File: src/rtl/sof_pkg.sv
package sof_pkg;

  localparam int W_OUTER   = 13107;
  localparam int W_INNER   = 19661;
  localparam int FRAC_BITS = 16;
  localparam int ROUND_ADD = 32768;

  localparam logic [3:0] HALF_WINDOW_RESET = 4'd5;
  localparam logic       REG_HALF_WINDOW   = 1'b0;

  typedef struct packed {
    logic shift;
    logic cmp;
    logic cnt;
    logic sum;
    logic mul;
    logic load;
  } sof_cmd_t;

endpackage

File: src/rtl/sof_in_if.sv
interface sof_in_if #(parameter int SAMPLE_BITS = 16);
  logic                          valid;
  logic                          ready;
  logic signed [SAMPLE_BITS-1:0] sample;
  logic                          end_of_vector;

  modport source (output valid, output sample, output end_of_vector, input ready);
  modport sink (input valid, input sample, input end_of_vector, output ready);
endinterface

File: src/rtl/sof_out_if.sv
interface sof_out_if #(parameter int SAMPLE_BITS = 16);
  logic                          valid;
  logic                          ready;
  logic signed [SAMPLE_BITS-1:0] filtered;
  logic                          final_of_vector;

  modport source (output valid, output filtered, output final_of_vector, input ready);
  modport sink (input valid, input filtered, input final_of_vector, output ready);
endinterface

File: src/rtl/sliding_order_filter_unit.sv
// channel      dir  payload                          handshake
// sample_ch    in   sample, end_of_vector            valid/ready
// result_ch    out  filtered, final_of_vector        valid/ready
// apb          in   half_window at byte address 0    psel/penable, pready high
//
// one sample per visit to idle; each result scans L window entries, L the window length
// (at most 2h+1), one entry per compare and count step, then sums, multiplies and writes
// an end-of-vector sample produces up to h+1 results back to back before the next sample
// rst is synchronous: counts clear, half_window returns to 5
// a stalled result holds the next result in the write step until taken
module sliding_order_filter_unit
  import sof_pkg::*;
#(
  parameter int HALF_MAX    = 13,
  parameter int SAMPLE_BITS = 16
) (
  input  logic        clk,
  input  logic        rst,
  sof_in_if.sink      sample_ch,
  sof_out_if.source   result_ch,
  input  logic        psel,
  input  logic        penable,
  input  logic        pwrite,
  input  logic [2:0]  paddr,
  input  logic [31:0] pwdata,
  output logic [31:0] prdata,
  output logic        pready
);

  localparam int WIN_DEPTH = 2 * HALF_MAX + 1;
  localparam int CW = $clog2(WIN_DEPTH + 1);
  localparam int IW = (WIN_DEPTH > 1) ? $clog2(WIN_DEPTH) : 1;

  logic [3:0]    half_window;
  sof_cmd_t      cmd;
  logic [CW-1:0] len;
  logic [IW-1:0] idx;
  logic          final_flag;

  assign pready = 1'b1;
  assign prdata = (paddr[2] == REG_HALF_WINDOW) ? {28'd0, half_window} : 32'd0;

  always_ff @(posedge clk) begin
    if (rst) begin
      half_window <= HALF_WINDOW_RESET;
    end else if (psel && penable && pwrite && pready && paddr[2] == REG_HALF_WINDOW) begin
      half_window <= pwdata[3:0];
    end
  end

  sof_ctrl #(.HALF_MAX(HALF_MAX), .WIN_DEPTH(WIN_DEPTH)) u_ctrl (
    .clk(clk), .rst(rst),
    .in_valid(sample_ch.valid), .in_last(sample_ch.end_of_vector),
    .in_ready(sample_ch.ready),
    .out_ready(result_ch.ready), .out_valid(result_ch.valid),
    .half_window(half_window),
    .cmd(cmd), .len(len), .idx(idx), .final_flag(final_flag)
  );

  sof_datapath #(.SAMPLE_BITS(SAMPLE_BITS), .WIN_DEPTH(WIN_DEPTH)) u_dp (
    .clk(clk), .cmd(cmd), .sample(sample_ch.sample),
    .len(len), .idx(idx), .final_in(final_flag),
    .filtered(result_ch.filtered), .final_out(result_ch.final_of_vector)
  );

endmodule

File: src/rtl/sof_datapath.sv
module sof_datapath
  import sof_pkg::*;
#(
  parameter int SAMPLE_BITS = 16,
  parameter int WIN_DEPTH   = 27,
  localparam int CW = $clog2(WIN_DEPTH + 1),
  localparam int IW = (WIN_DEPTH > 1) ? $clog2(WIN_DEPTH) : 1
) (
  input  logic                          clk,
  input  sof_cmd_t                      cmd,
  input  logic signed [SAMPLE_BITS-1:0] sample,
  input  logic        [CW-1:0]          len,
  input  logic        [IW-1:0]          idx,
  input  logic                          final_in,
  output logic signed [SAMPLE_BITS-1:0] filtered,
  output logic                          final_out
);

  localparam int SB = SAMPLE_BITS;
  localparam int SW = SB + 3;
  localparam int PW = SW + 18;
  localparam int RW = PW - FRAC_BITS;
  localparam logic signed [PW-1:0] WO = PW'(W_OUTER);
  localparam logic signed [PW-1:0] WI = PW'(W_INNER);
  localparam logic signed [PW-1:0] RND = PW'(ROUND_ADD);

  logic signed [SB-1:0] win [WIN_DEPTH];
  logic signed [SB-1:0] cand;
  logic signed [SB-1:0] cap [4];
  logic [WIN_DEPTH-1:0] lt;
  logic [WIN_DEPTH-1:0] lt_next;
  logic signed [SB-1:0] cand_sel;
  logic [CW-1:0]        rank;
  logic [CW-1:0]        mid;
  logic signed [SW-1:0] sa, sb, sa_next, sb_next;
  logic signed [SW-1:0] e0, e1, e2, e3;
  logic signed [PW-1:0] pa, pb, acc;
  logic signed [RW-1:0] v;
  logic [RW-SB:0]       top;
  logic signed [SB-1:0] sat;

  assign cand_sel = win[idx];

  always_comb begin
    for (int j = 0; j < WIN_DEPTH; j++) begin
      lt_next[j] = (CW'(j) < len) &&
                   ((win[j] < cand_sel) || ((win[j] == cand_sel) && (IW'(j) < idx)));
    end
  end

  assign rank = CW'($countones(lt));
  assign mid  = len >> 1;

  assign e0 = SW'(cap[0]);
  assign e1 = SW'(cap[1]);
  assign e2 = SW'(cap[2]);
  assign e3 = SW'(cap[3]);

  always_comb begin
    if (len == CW'(2)) begin
      sa_next = e1 + e2 + SW'(1);
      sb_next = '0;
    end else if (len[0]) begin
      sa_next = e1 + e3 + (e2 <<< 1) + e2;
      sb_next = '0;
    end else begin
      sa_next = e0 + e3;
      sb_next = e1 + e2;
    end
  end

  assign acc = pa + pb + RND;

  always_comb begin
    if (len == CW'(1)) begin
      v = RW'(cap[2]);
    end else if (len == CW'(2)) begin
      v = RW'(sa >>> 1);
    end else begin
      v = RW'(acc >>> FRAC_BITS);
    end
  end

  assign top = v[RW-1:SB-1];
  assign sat = ((&top) || !(|top)) ? v[SB-1:0] : {v[RW-1], {(SB-1){~v[RW-1]}}};

  always_ff @(posedge clk) begin
    if (cmd.shift) begin
      win[0] <= sample;
      for (int i = 1; i < WIN_DEPTH; i++) begin
        win[i] <= win[i-1];
      end
    end
    if (cmd.cmp) begin
      lt   <= lt_next;
      cand <= cand_sel;
    end
    if (cmd.cnt) begin
      if (rank == mid - CW'(2)) cap[0] <= cand;
      if (rank == mid - CW'(1)) cap[1] <= cand;
      if (rank == mid)          cap[2] <= cand;
      if (rank == mid + CW'(1)) cap[3] <= cand;
    end
    if (cmd.sum) begin
      sa <= sa_next;
      sb <= sb_next;
    end
    if (cmd.mul) begin
      pa <= PW'(sa) * WO;
      pb <= PW'(sb) * WI;
    end
    if (cmd.load) begin
      filtered  <= sat;
      final_out <= final_in;
    end
  end

endmodule

File: src/rtl/sof_ctrl.sv
module sof_ctrl
  import sof_pkg::*;
#(
  parameter int HALF_MAX  = 13,
  parameter int WIN_DEPTH = 2 * HALF_MAX + 1,
  localparam int CW = $clog2(WIN_DEPTH + 1),
  localparam int IW = (WIN_DEPTH > 1) ? $clog2(WIN_DEPTH) : 1
) (
  input  logic          clk,
  input  logic          rst,
  input  logic          in_valid,
  input  logic          in_last,
  output logic          in_ready,
  input  logic          out_ready,
  output logic          out_valid,
  input  logic [3:0]    half_window,
  output sof_cmd_t      cmd,
  output logic [CW-1:0] len,
  output logic [IW-1:0] idx,
  output logic          final_flag
);

  typedef enum logic [2:0] {
    S_IDLE, S_PICK, S_CMP, S_CNT, S_SUM, S_MUL, S_WRITE
  } state_t;

  state_t        state;
  logic [CW-1:0] rc, pc, h_q, jrc, flush_d;
  logic          main_pend, last_q;

  logic [CW-1:0] h_cur, rc_n, pc_n, flush_raw, flush_n, twoh1, main_len, flen_raw, flen;
  logic          main_n, accept, write_ok, out_valid_next;

  assign accept   = in_valid && in_ready;
  assign in_ready = (state == S_IDLE);
  assign write_ok = !out_valid || out_ready;

  assign h_cur     = (int'(half_window) > HALF_MAX) ? CW'(HALF_MAX) : CW'(half_window);
  assign rc_n      = (int'(rc) < WIN_DEPTH) ? rc + CW'(1) : rc;
  assign pc_n      = (int'(pc) < HALF_MAX + 1) ? pc + CW'(1) : pc;
  assign main_n    = (rc_n >= h_cur + CW'(1));
  assign flush_raw = (main_n && pc_n != '0) ? pc_n - CW'(1) : pc_n;
  assign flush_n   = (flush_raw > h_cur) ? h_cur : flush_raw;

  assign twoh1    = (h_q << 1) + CW'(1);
  assign main_len = (jrc < twoh1) ? jrc : twoh1;
  assign flen_raw = flush_d + h_q;
  assign flen     = (flen_raw < jrc) ? flen_raw : jrc;

  always_comb begin
    out_valid_next = out_valid && !out_ready;
    if (state == S_WRITE && write_ok) out_valid_next = 1'b1;
  end

  always_comb begin
    cmd       = '0;
    cmd.shift = accept;
    cmd.cmp   = (state == S_CMP);
    cmd.cnt   = (state == S_CNT);
    cmd.sum   = (state == S_SUM);
    cmd.mul   = (state == S_MUL);
    cmd.load  = (state == S_WRITE) && write_ok;
  end

  always_ff @(posedge clk) begin
    if (rst) begin
      state     <= S_IDLE;
      rc        <= '0;
      pc        <= '0;
      main_pend <= 1'b0;
      flush_d   <= '0;
      out_valid <= 1'b0;
    end else begin
      out_valid <= out_valid_next;
      unique case (state)
        S_IDLE: begin
          if (accept) begin
            h_q       <= h_cur;
            jrc       <= rc_n;
            last_q    <= in_last;
            main_pend <= main_n;
            flush_d   <= in_last ? flush_n : '0;
            if (in_last) begin
              rc <= '0;
              pc <= '0;
            end else begin
              rc <= rc_n;
              pc <= (main_n && pc_n != '0) ? pc_n - CW'(1) : pc_n;
            end
            state <= S_PICK;
          end
        end
        S_PICK: begin
          idx <= '0;
          if (main_pend) begin
            main_pend  <= 1'b0;
            len        <= main_len;
            final_flag <= last_q && (flush_d == '0);
            state      <= S_CMP;
          end else if (flush_d != '0) begin
            flush_d    <= flush_d - CW'(1);
            len        <= flen;
            final_flag <= (flush_d == CW'(1));
            state      <= S_CMP;
          end else begin
            state <= S_IDLE;
          end
        end
        S_CMP: state <= S_CNT;
        S_CNT: begin
          if (CW'(idx) + CW'(1) == len) begin
            state <= S_SUM;
          end else begin
            idx   <= idx + IW'(1);
            state <= S_CMP;
          end
        end
        S_SUM: state <= S_MUL;
        S_MUL: state <= S_WRITE;
        S_WRITE: begin
          if (write_ok) begin
            state <= S_PICK;
          end
        end
        default: state <= S_IDLE;
      endcase
    end
  end

endmodule

File: src/flat_wrapper.sv
// flat-port wrapper written by rule: the top's interface ports become plain ports
module sliding_order_filter_unit_flat import sof_pkg::*;
#(
  parameter int HALF_MAX    = 13,
  parameter int SAMPLE_BITS = 16
)
  (clk, rst, psel, penable, pwrite, paddr, pwdata, prdata, pready, sample_ch_valid, sample_ch_sample, sample_ch_end_of_vector, sample_ch_ready, result_ch_valid, result_ch_filtered, result_ch_final_of_vector, result_ch_ready);
  sof_in_if #(.SAMPLE_BITS(SAMPLE_BITS)) sample_ch_i ();
  sof_out_if #(.SAMPLE_BITS(SAMPLE_BITS)) result_ch_i ();
  input  logic clk;
  input  logic rst;
  input  logic psel;
  input  logic penable;
  input  logic pwrite;
  input  logic [2:0] paddr;
  input  logic [31:0] pwdata;
  output logic [31:0] prdata;
  output logic pready;
  input wire logic [$bits(sample_ch_i.valid)-1:0] sample_ch_valid;
  input wire logic [$bits(sample_ch_i.sample)-1:0] sample_ch_sample;
  input wire logic [$bits(sample_ch_i.end_of_vector)-1:0] sample_ch_end_of_vector;
  output wire logic [$bits(sample_ch_i.ready)-1:0] sample_ch_ready;
  output wire logic [$bits(result_ch_i.valid)-1:0] result_ch_valid;
  output wire logic [$bits(result_ch_i.filtered)-1:0] result_ch_filtered;
  output wire logic [$bits(result_ch_i.final_of_vector)-1:0] result_ch_final_of_vector;
  input wire logic [$bits(result_ch_i.ready)-1:0] result_ch_ready;
  assign sample_ch_i.valid = sample_ch_valid;
  assign sample_ch_i.sample = sample_ch_sample;
  assign sample_ch_i.end_of_vector = sample_ch_end_of_vector;
  assign sample_ch_ready = sample_ch_i.ready;
  assign result_ch_valid = result_ch_i.valid;
  assign result_ch_filtered = result_ch_i.filtered;
  assign result_ch_final_of_vector = result_ch_i.final_of_vector;
  assign result_ch_i.ready = result_ch_ready;
  sliding_order_filter_unit #(.HALF_MAX(HALF_MAX), .SAMPLE_BITS(SAMPLE_BITS)) u_core (.clk(clk), .rst(rst), .sample_ch(sample_ch_i), .result_ch(result_ch_i), .psel(psel), .penable(penable), .pwrite(pwrite), .paddr(paddr), .pwdata(pwdata), .prdata(prdata), .pready(pready));
endmodule
File: config.mk
export PLATFORM = sky130hd
export DESIGN_NAME = sliding_order_filter_unit_flat
export DESIGN_NICKNAME = d
export VERILOG_FILES = /design/src/rtl/sof_pkg.sv /design/src/rtl/sof_in_if.sv /design/src/rtl/sof_out_if.sv /design/src/rtl/sliding_order_filter_unit.sv /design/src/rtl/sof_datapath.sv /design/src/rtl/sof_ctrl.sv /design/src/flat_wrapper.sv
export SDC_FILE = /design/constraint.sdc
export NUM_CORES = 2
export LEC_CHECK = 0
export BUFFER_PORTS_ARGS = -buffer_cell sky130_fd_sc_hd__buf_2
export CORE_ASPECT_RATIO = 0.7
export CORE_MARGIN = 1.5
export CORE_UTILIZATION = 58
export DETAILED_ROUTE_END_ITERATION = 8
export PLACE_DENSITY = 0.79
export SETUP_SLACK_MARGIN = 0.4
export SYNTH_ARGS = -nofsm -noshare
export SYNTH_HDL_FRONTEND = slang
export SYNTH_SLANG_ARGS = --single-unit
export TNS_END_PERCENT = 100
File: constraint.sdc
create_clock -name clk -period 14.8 [get_ports clk]
set_input_delay 0 -clock clk [delete_from_list [all_inputs] [get_ports clk]]
set_output_delay 0 -clock clk [all_outputs]
set_load 0.005 [all_outputs]
After elaboration in Yosys (flattened, before gate mapping)
Memories as Yosys holds them, arrays and structs flattened. A register that Yosys moved wholly into a read port is not among the register bits.
Index checks and enable logic that the tools add are counted.
{"block": "op_classes", "n_addsub": 45, "magnitude_cmp": 88, "n_eq_ne": 46, "reduce_logical": 114, "mux": 59, "multipliers": 2, "n_div": 0, "bitwise": 3, "n_shift": 0}
{"cell": "== test 16 bit", "n": 27}
{"cell": "less-than comparator 16 bit", "n": 27}
{"cell": "less-than comparator 5 bit (first input constant)", "n": 22}
{"cell": "less-than comparator 4 x 5 -> 1 bit (first input constant)", "n": 16}
{"cell": "two-way mux 5 bit", "n": 16}
{"cell": "two-way mux 16 bit", "n": 4}
{"cell": "logical AND 1 bit", "n": 62}
{"cell": "adder 16 x 16 -> 17 bit", "n": 3}
{"cell": "OR reduction 16 bit", "n": 3}
{"cell": "two-way mux 21 bit", "n": 2}
{"cell": "less-than comparator 3 x 5 -> 1 bit (first input constant)", "n": 8}
{"cell": "two-way mux 19 bit", "n": 2}
{"cell": "adder 37 x 17 -> 37 bit (second input constant)", "n": 1}
{"cell": "adder 37 bit", "n": 1}
{"cell": "multiplier 19 x 15 -> 34 bit (second input constant)", "n": 1}
{"cell": "multiplier 17 x 16 -> 33 bit (second input constant)", "n": 1}
{"cell": "logical OR 1 bit", "n": 29}
{"cell": "adder 1 x 1 -> 2 bit", "n": 13}
{"cell": "two-way mux 1 bit", "n": 21}
{"cell": "one-hot mux 3 bit (7 select lines)", "n": 1}
{"cell": "adder 5 x 1 -> 5 bit (second input constant)", "n": 4}
{"cell": "== test 5 bit", "n": 4}
{"cell": "less-than comparator 1 x 5 -> 1 bit (first input constant)", "n": 4}
{"cell": "less-than comparator 2 x 5 -> 1 bit (first input constant)", "n": 4}
{"cell": "other kinds (44)", "n": 81}
{"block": "word_totals", "latch_bits": 0, "regBits": 216, "output_inout_bits": 52, "mem_bits_ro": 0, "memories": 2, "mem_bits_rw": 496}
{"name": "u_core.u_dp.win", "depth": 27, "width": 16, "read_ports": 28, "rd_clocked_by_memory_dff": 1, "write_ports": 27, "line_no": "sof_datapath.sv:27", "rtl": "logic signed [SB-1:0] win [WIN_DEPTH];"}
{"name": "u_core.u_dp.cap", "depth": 4, "width": 16, "read_ports": 4, "rd_clocked_by_memory_dff": 0, "write_ports": 1, "line_no": "sof_datapath.sv:29", "rtl": "logic signed [SB-1:0] cap [4];"}

Logic depth before layout (Yosys ltp)
{"block": "depth", "depth_word": 13, "ltp_mapped": 23}

Cells and area by module
A second synthesis with hierarchy kept.
{"block": "unflattened", "hier_cells": 4565, "hier_area_um2": 53725.3}
{"module": "sof_datapath", "cells_each": 4197, "area_each_um2": 50437.1, "instances": 1}
{"module": "sof_ctrl", "cells_each": 315, "area_each_um2": 2846.5, "instances": 1}
{"module": "sliding_order_filter_unit", "cells_each": 53, "area_each_um2": 441.7, "instances": 1}

Worst setup path after synthesis
Ideal clock, no wire load.
{"block": "synth_timing", "kind": "reg2reg", "start": "register u_core.u_ctrl.state[0]", "end": "register u_core.u_ctrl.flush_d[3]", "path_stages_with_launch": 7, "arrival_time_ns": 11.102, "path_slack_ns": 3.564, "required_ns": 14.666, "setup_ns": 0.134, "path_cell_list": "dfxtp_1 nor3_1 nand2_1 inv_1 nor2_1 a311oi_1 nor3_1"}
{"element": "start, declared", "line_no": "sof_ctrl.sv:27", "rtl": "state_t state;"}
{"element": "start signal, assigned", "line_no": "sof_ctrl.sv:67", "rtl": "state <= S_IDLE;"}
{"element": "start signal, assigned", "line_no": "sof_ctrl.sv:90", "rtl": "state <= S_PICK;"}
{"element": "start signal, assigned", "line_no": "sof_ctrl.sv:99", "rtl": "state <= S_CMP;"}
{"element": "end signal, assigned", "line_no": "sof_ctrl.sv:82", "rtl": "flush_d <= in_last ? flush_n : '0;"}
{"element": "end signal, assigned", "line_no": "sof_ctrl.sv:101", "rtl": "flush_d <= flush_d - CW'(1);"}
{"element": "end, declared", "line_no": "sof_ctrl.sv:28", "rtl": "logic [CW-1:0] rc, pc, h_q, jrc, flush_d;"}

Worst setup path in the final report
{"block": "layout_timing", "start": "register u_core.u_dp.lt[0]", "end": "memory u_core.u_dp.cap[1][10] (netlist name), enable pin"}
{"block": "layout_via", "elab_chain_len": 13, "word_cells_on_any_way": 30, "classes_between": "5 x add/sub; 4 x eq/ne; 18 x mux; 3 x reduce/logical"}
{"element": "start, declared", "line_no": "sof_datapath.sv:30", "rtl": "logic [WIN_DEPTH-1:0] lt;"}
{"element": "start signal, assigned", "line_no": "sof_datapath.sv:95", "rtl": "lt <= lt_next;"}
{"element": "adder 1 x 1 -> 2 bit (implied by the code) (*)", "line_no": "sof_datapath.sv:51", "rtl": "assign rank = CW'($countones(lt));"}
{"element": "adder 2 x 2 -> 3 bit (implied by the code) (*)", "line_no": "sof_datapath.sv:51"}
{"element": "adder 3 x 3 -> 4 bit (implied by the code) (*)", "line_no": "sof_datapath.sv:51"}
{"element": "adder 4 x 4 -> 5 bit (implied by the code) (*)", "line_no": "sof_datapath.sv:51"}
{"element": "adder 5 bit (implied by the code) (*)", "line_no": "sof_datapath.sv:51"}
{"element": "== test 5 bit", "line_no": "sof_datapath.sv:100", "rtl": "if (rank == mid - CW'(1)) cap[1] <= cand;"}
{"element": "two-way mux 1 bit", "line_no": "sof_datapath.sv:100"}
{"element": "two-way mux 1 bit", "line_no": "sof_datapath.sv:98", "rtl": "if (cmd.cnt) begin"}
{"element": "two-way mux 1 bit (implied by the code)", "line_no": "sof_datapath.sv:100"}
{"element": "OR reduction 16 bit (no source line)"}
{"element": "two-way mux 2 bit (no source line) / two-way mux 1 bit (equally long branches) (3 in series)"}
{"element": "end, declared", "line_no": "sof_datapath.sv:29"}
Mark *: on every way between the ends. The rest lies on a longest branch, timed or not.

==> impl_metrics.yaml <==
worst_setup_path:
  critPathMaxStageDelay_ns: 0.73
  startpoint_type: "flop"
  crit_fanout: 16
  arrival_ns: 7.06
  rrSetupSlack_ns: 8.04
  worstPathRequired_ns: 15.10
  reg2reg_depth: 17
  worst_path_max_delay_cell: "fa_1"
  path_cells: "fa_1 > fa_1 > fa_1 > fa_1 > inv_1 > fa_1 > fa_1 > fa_1 > inv_1 > fa_1 > a21o_1 > a21oi_1 > xnor2_1 > nand4_1 > o21a_1 > nor4_2 > buf_4"
  r2r-end: "u_core.u_dp.cap[1][10]"
  path_common_cell: "fa_1"
  critPathCaptureType: "flop"
  cp_top_family: "adder cells"
  r2r_start: "u_core.u_dp.lt[0]"
  path_buf_inv: 3
  crit_type: "reg2reg"
route:
  met2_length_mm: 57.4
  wl_met1_mm: 61.7
  met3_length_mm: 20.1
  first_pass_iters: 6
  route.detailed.drc: 0
  wl_per_cell_um: 23.8
  drt-initial-drc-count: 4214
  vias: 37900
  wirelength_mm: 143
  highest_layer: "met5"
  ant_nets: 0
  via_per_inst: 6.33
sta:
  slew_headroom: 0.226
  fin_skew_ns: 0.0304
  layout_setup_ws_ns: 8.04
  finalCriticalPeriod_ns: 6.76
  setup_tns_ns: 0
  fmax_mhz: 148
  setup_viol: 0
  drv_slew: 0
  worst_pin_slew_ns: 1.16
  period_share: 0.457
  rsz0062_at_grt: "false"
  report.final.hold_viol_count: 0
worst_hold_path:
  worstHoldPathCells: 2
  min_to: "u_core.u_dp.win[0][15]"
  min_from: "sample_ch_sample[15]"
  hp-class: "in2reg"
global_routing:
  grt_overflow: 0
  grt_max_degree: 187
  antenna_found_initial: 9
  grt_pass1_vias: 37300
  grt_pass1_wl_mm: 218
  grt_use_total: 0.300
cts:
  clk_latency_ns: 0.64
  clk_pin_slew_ns: 0.07
  clock-sinks: 709
  clockBufferDepth: 3
  cts.repair.resized: 0
  cts_root_buffer: "clkbuf_16"
  ctsHtreeMaxLevel: 3
  cts_buffers: 75
  cts_tree: "done"
yosys:
  netlist.area_leader.share: 0.378
  synth_ff_type: "edfxtp_1"
  synth_top_family_by_area: "adder cells"
  ys_ff_latch: 709
  synth_mux_area_frac: 0.0598
  synth-compound-area-share: 0.115
  synth_edf_count: 680
  avgSynthCellArea_um2: 11.8
  yosys.area.top_type: "edfxtp_1"
  synthSimpleGateAreaFrac: 0.0771
  synthesis.area_mm2: 0.0541
  async_flop_share: 0
  synthTopCellsByArea: "edfxtp_1 38%, ha_1 19%, fa_1 9.4%"
  yosysSeqAreaShare: 0.388
  synth_fa_ha_area_frac: 0.283
  syn_inst: 4592
  synth.distinct_cells: 78
  yosysWarnings: 0
  synth_common_cells: "818 x ha_1, 680 x edfxtp_1, 534 x inv_1, 275 x a21oi_1, 253 x fa_1"
  yosysMostFrequentCell: "ha_1"
  synth_xor_area_frac: 0.0280
layout:
  drive_gt1_frac: 0.0807
  utilization: 0.638
  layout.nets: 5830
  area_growth_pct: 8.75
  finalInstanceArea_mm2: 0.0588
die:
  dieHeight_um: 258
  start_util: 0.587
  ioPinCount: 111
  core.rowCount: 93
  die_area_mm2: 0.0951
  coreArea_mm2: 0.0922
  fp.dieW_um: 368
pwr:
  powerDensity_mw_per_mm2: 105
  leakagePower_nw: 25.0
  ir_worst_vdd_v: 0.000127
outcome:
  status: "finished, final reports clean"
place:
  place_ws_ns: 8.24
  port-buffer-count: 51
  dpl-instance-area_mm2: 0.0560
  place.gp.congestion: 0.964
  place_hpwl_mm: 109
job:
  drv_cap: 0
==> layout by cell type (no fill, tap or decap), types with 13 or more instances in the layout <==
master / count
nor2_1: 186
o21ai_0: 202
buf_2: 51
edfxtp_1: 680
buf_4: 44
nand2_1: 189
or3_1: 15
a21oi_1: 275
ha_1: 818
inv_1: 533
a211oi_1: 30
a21o_1: 144
nor3_1: 60
xnor2_1: 114
mux2i_1: 46
clkbuf_16: 77
o21bai_1: 13
o211ai_1: 24
fa_1: 253
clkbuf_1: 13
nor2b_1: 68
nand2b_1: 44
nand3_1: 54
a31oi_1: 26
dfxtp_1: 24
clkinv_1: 14
mux2i_4: 15
o21ai_1: 13
xor2_1: 59
dlygate4sd3_1: 33
mux4_2: 112
and3_1: 13
o21a_1: 125
nand4_1: 106
conb_1: 29
==> report_power, final <==
part / leakage, nW / total (mW) / switching (mW) / internal, mW
Combinational: 17.2 / 1.71 / 1.01 / 0.699
Sequential: 6.61 / 2.51 / 0.137 / 2.38
Clock: 1.18 / 1.96 / 0.829 / 1.13
Total: 25.0 / 6.19 / 1.98 / 4.21
==> cell type report <==
| class | instances | area (um^2) |
|---|---|---|
| Clock inverter | 45 | 503 |
| Fill cell | 6897 | 33400 |
| Tap cell | 1235 | 1550 |
| Multi-Input combinational cell | 3250 | 30800 |
| Inverter | 534 | 2010 |
| Clock buffer | 90 | 1980 |
| Antenna cell | 1 | 2.50 |
| Timing Repair Buffer | 130 | 956 |
| Sequential cell | 709 | 21000 |
==> stage by stage <==
step / hold slack [ns] / instances / total power, mW
5_1_grt: 0.0629 / 5993 / 6.44
6_report: 0.0666 / 5994 / 6.19
3_5_place_dp: 0.178 / 5825 / 4.19
3_3_place_gp: 0.176 / 5825 / 4.10
4_1_cts: 0.0341 / 5993 / 6.16
2_1_floorplan: 0.0269 / 4619 / 3.68
==> flip-flops by register name, summed over array words and instances (netlist names), 17 cells and up, named ones only <==
| name | count |
|---|---|
| u_core.u_dp.cap | 64 |
| u_core.u_dp.sa | 19 |
| u_core.u_dp.win | 432 |
| u_core.u_dp.pa | 34 |
| u_core.u_dp.sb | 17 |
| u_core.u_dp.lt | 27 |
| u_core.u_dp.pb | 33 |
==> layer usage <==
layer  vias up  GRT usage
li1      17100          -
met1     18600      0.448
met2      1975      0.413
met3       243      0.108
met4         6     0.0732
met5         -          0
==> cells by family (layout without fill, tap and decap cells) <==
| kind of cell | after synthesis | in the layout |
|---|---|---|
| and+or+nand+nor | 818 | 818 |
| other | 2 | 30 |
| AOI/OAI and AO/OA | 977 | 977 |
| xor gates and xnor gates | 173 | 173 |
| buffers and inverters | 660 | 799 |
| DFF | 709 | 709 |
| adders and majority gates | 1071 | 1071 |
| muxes | 182 | 182 |
==> what timing repair did <==
item	in CTS	in global routing
setup buffers	0	0
hold buffers	33	0
hold endpoints to repair	41	0
==> worst max path at each step <==
stage / depth (start not counted) / slack [ns] / to / startpoint
2_1_floorplan: 6 / 3.56 / u_core.u_ctrl.flush_d[3] / u_core.u_ctrl.state[0]
3_3_place_gp: 17 / 8.29 / u_core.u_dp.cap[1][13] / u_core.u_dp.lt[0]
3_5_place_dp: 19 / 8.24 / u_core.u_dp.cap[1][14] / u_core.u_dp.lt[11]
4_1_cts: 19 / 8.15 / u_core.u_dp.cap[1][10] / u_core.u_dp.lt[11]
5_1_grt: 20 / 7.93 / u_core.u_dp.cap[3][11] / u_core.u_dp.lt[11]
6_report: 17 / 8.04 / u_core.u_dp.cap[1][10] / u_core.u_dp.lt[0]
No activity file was read; power rests on OpenSTA's default activity.
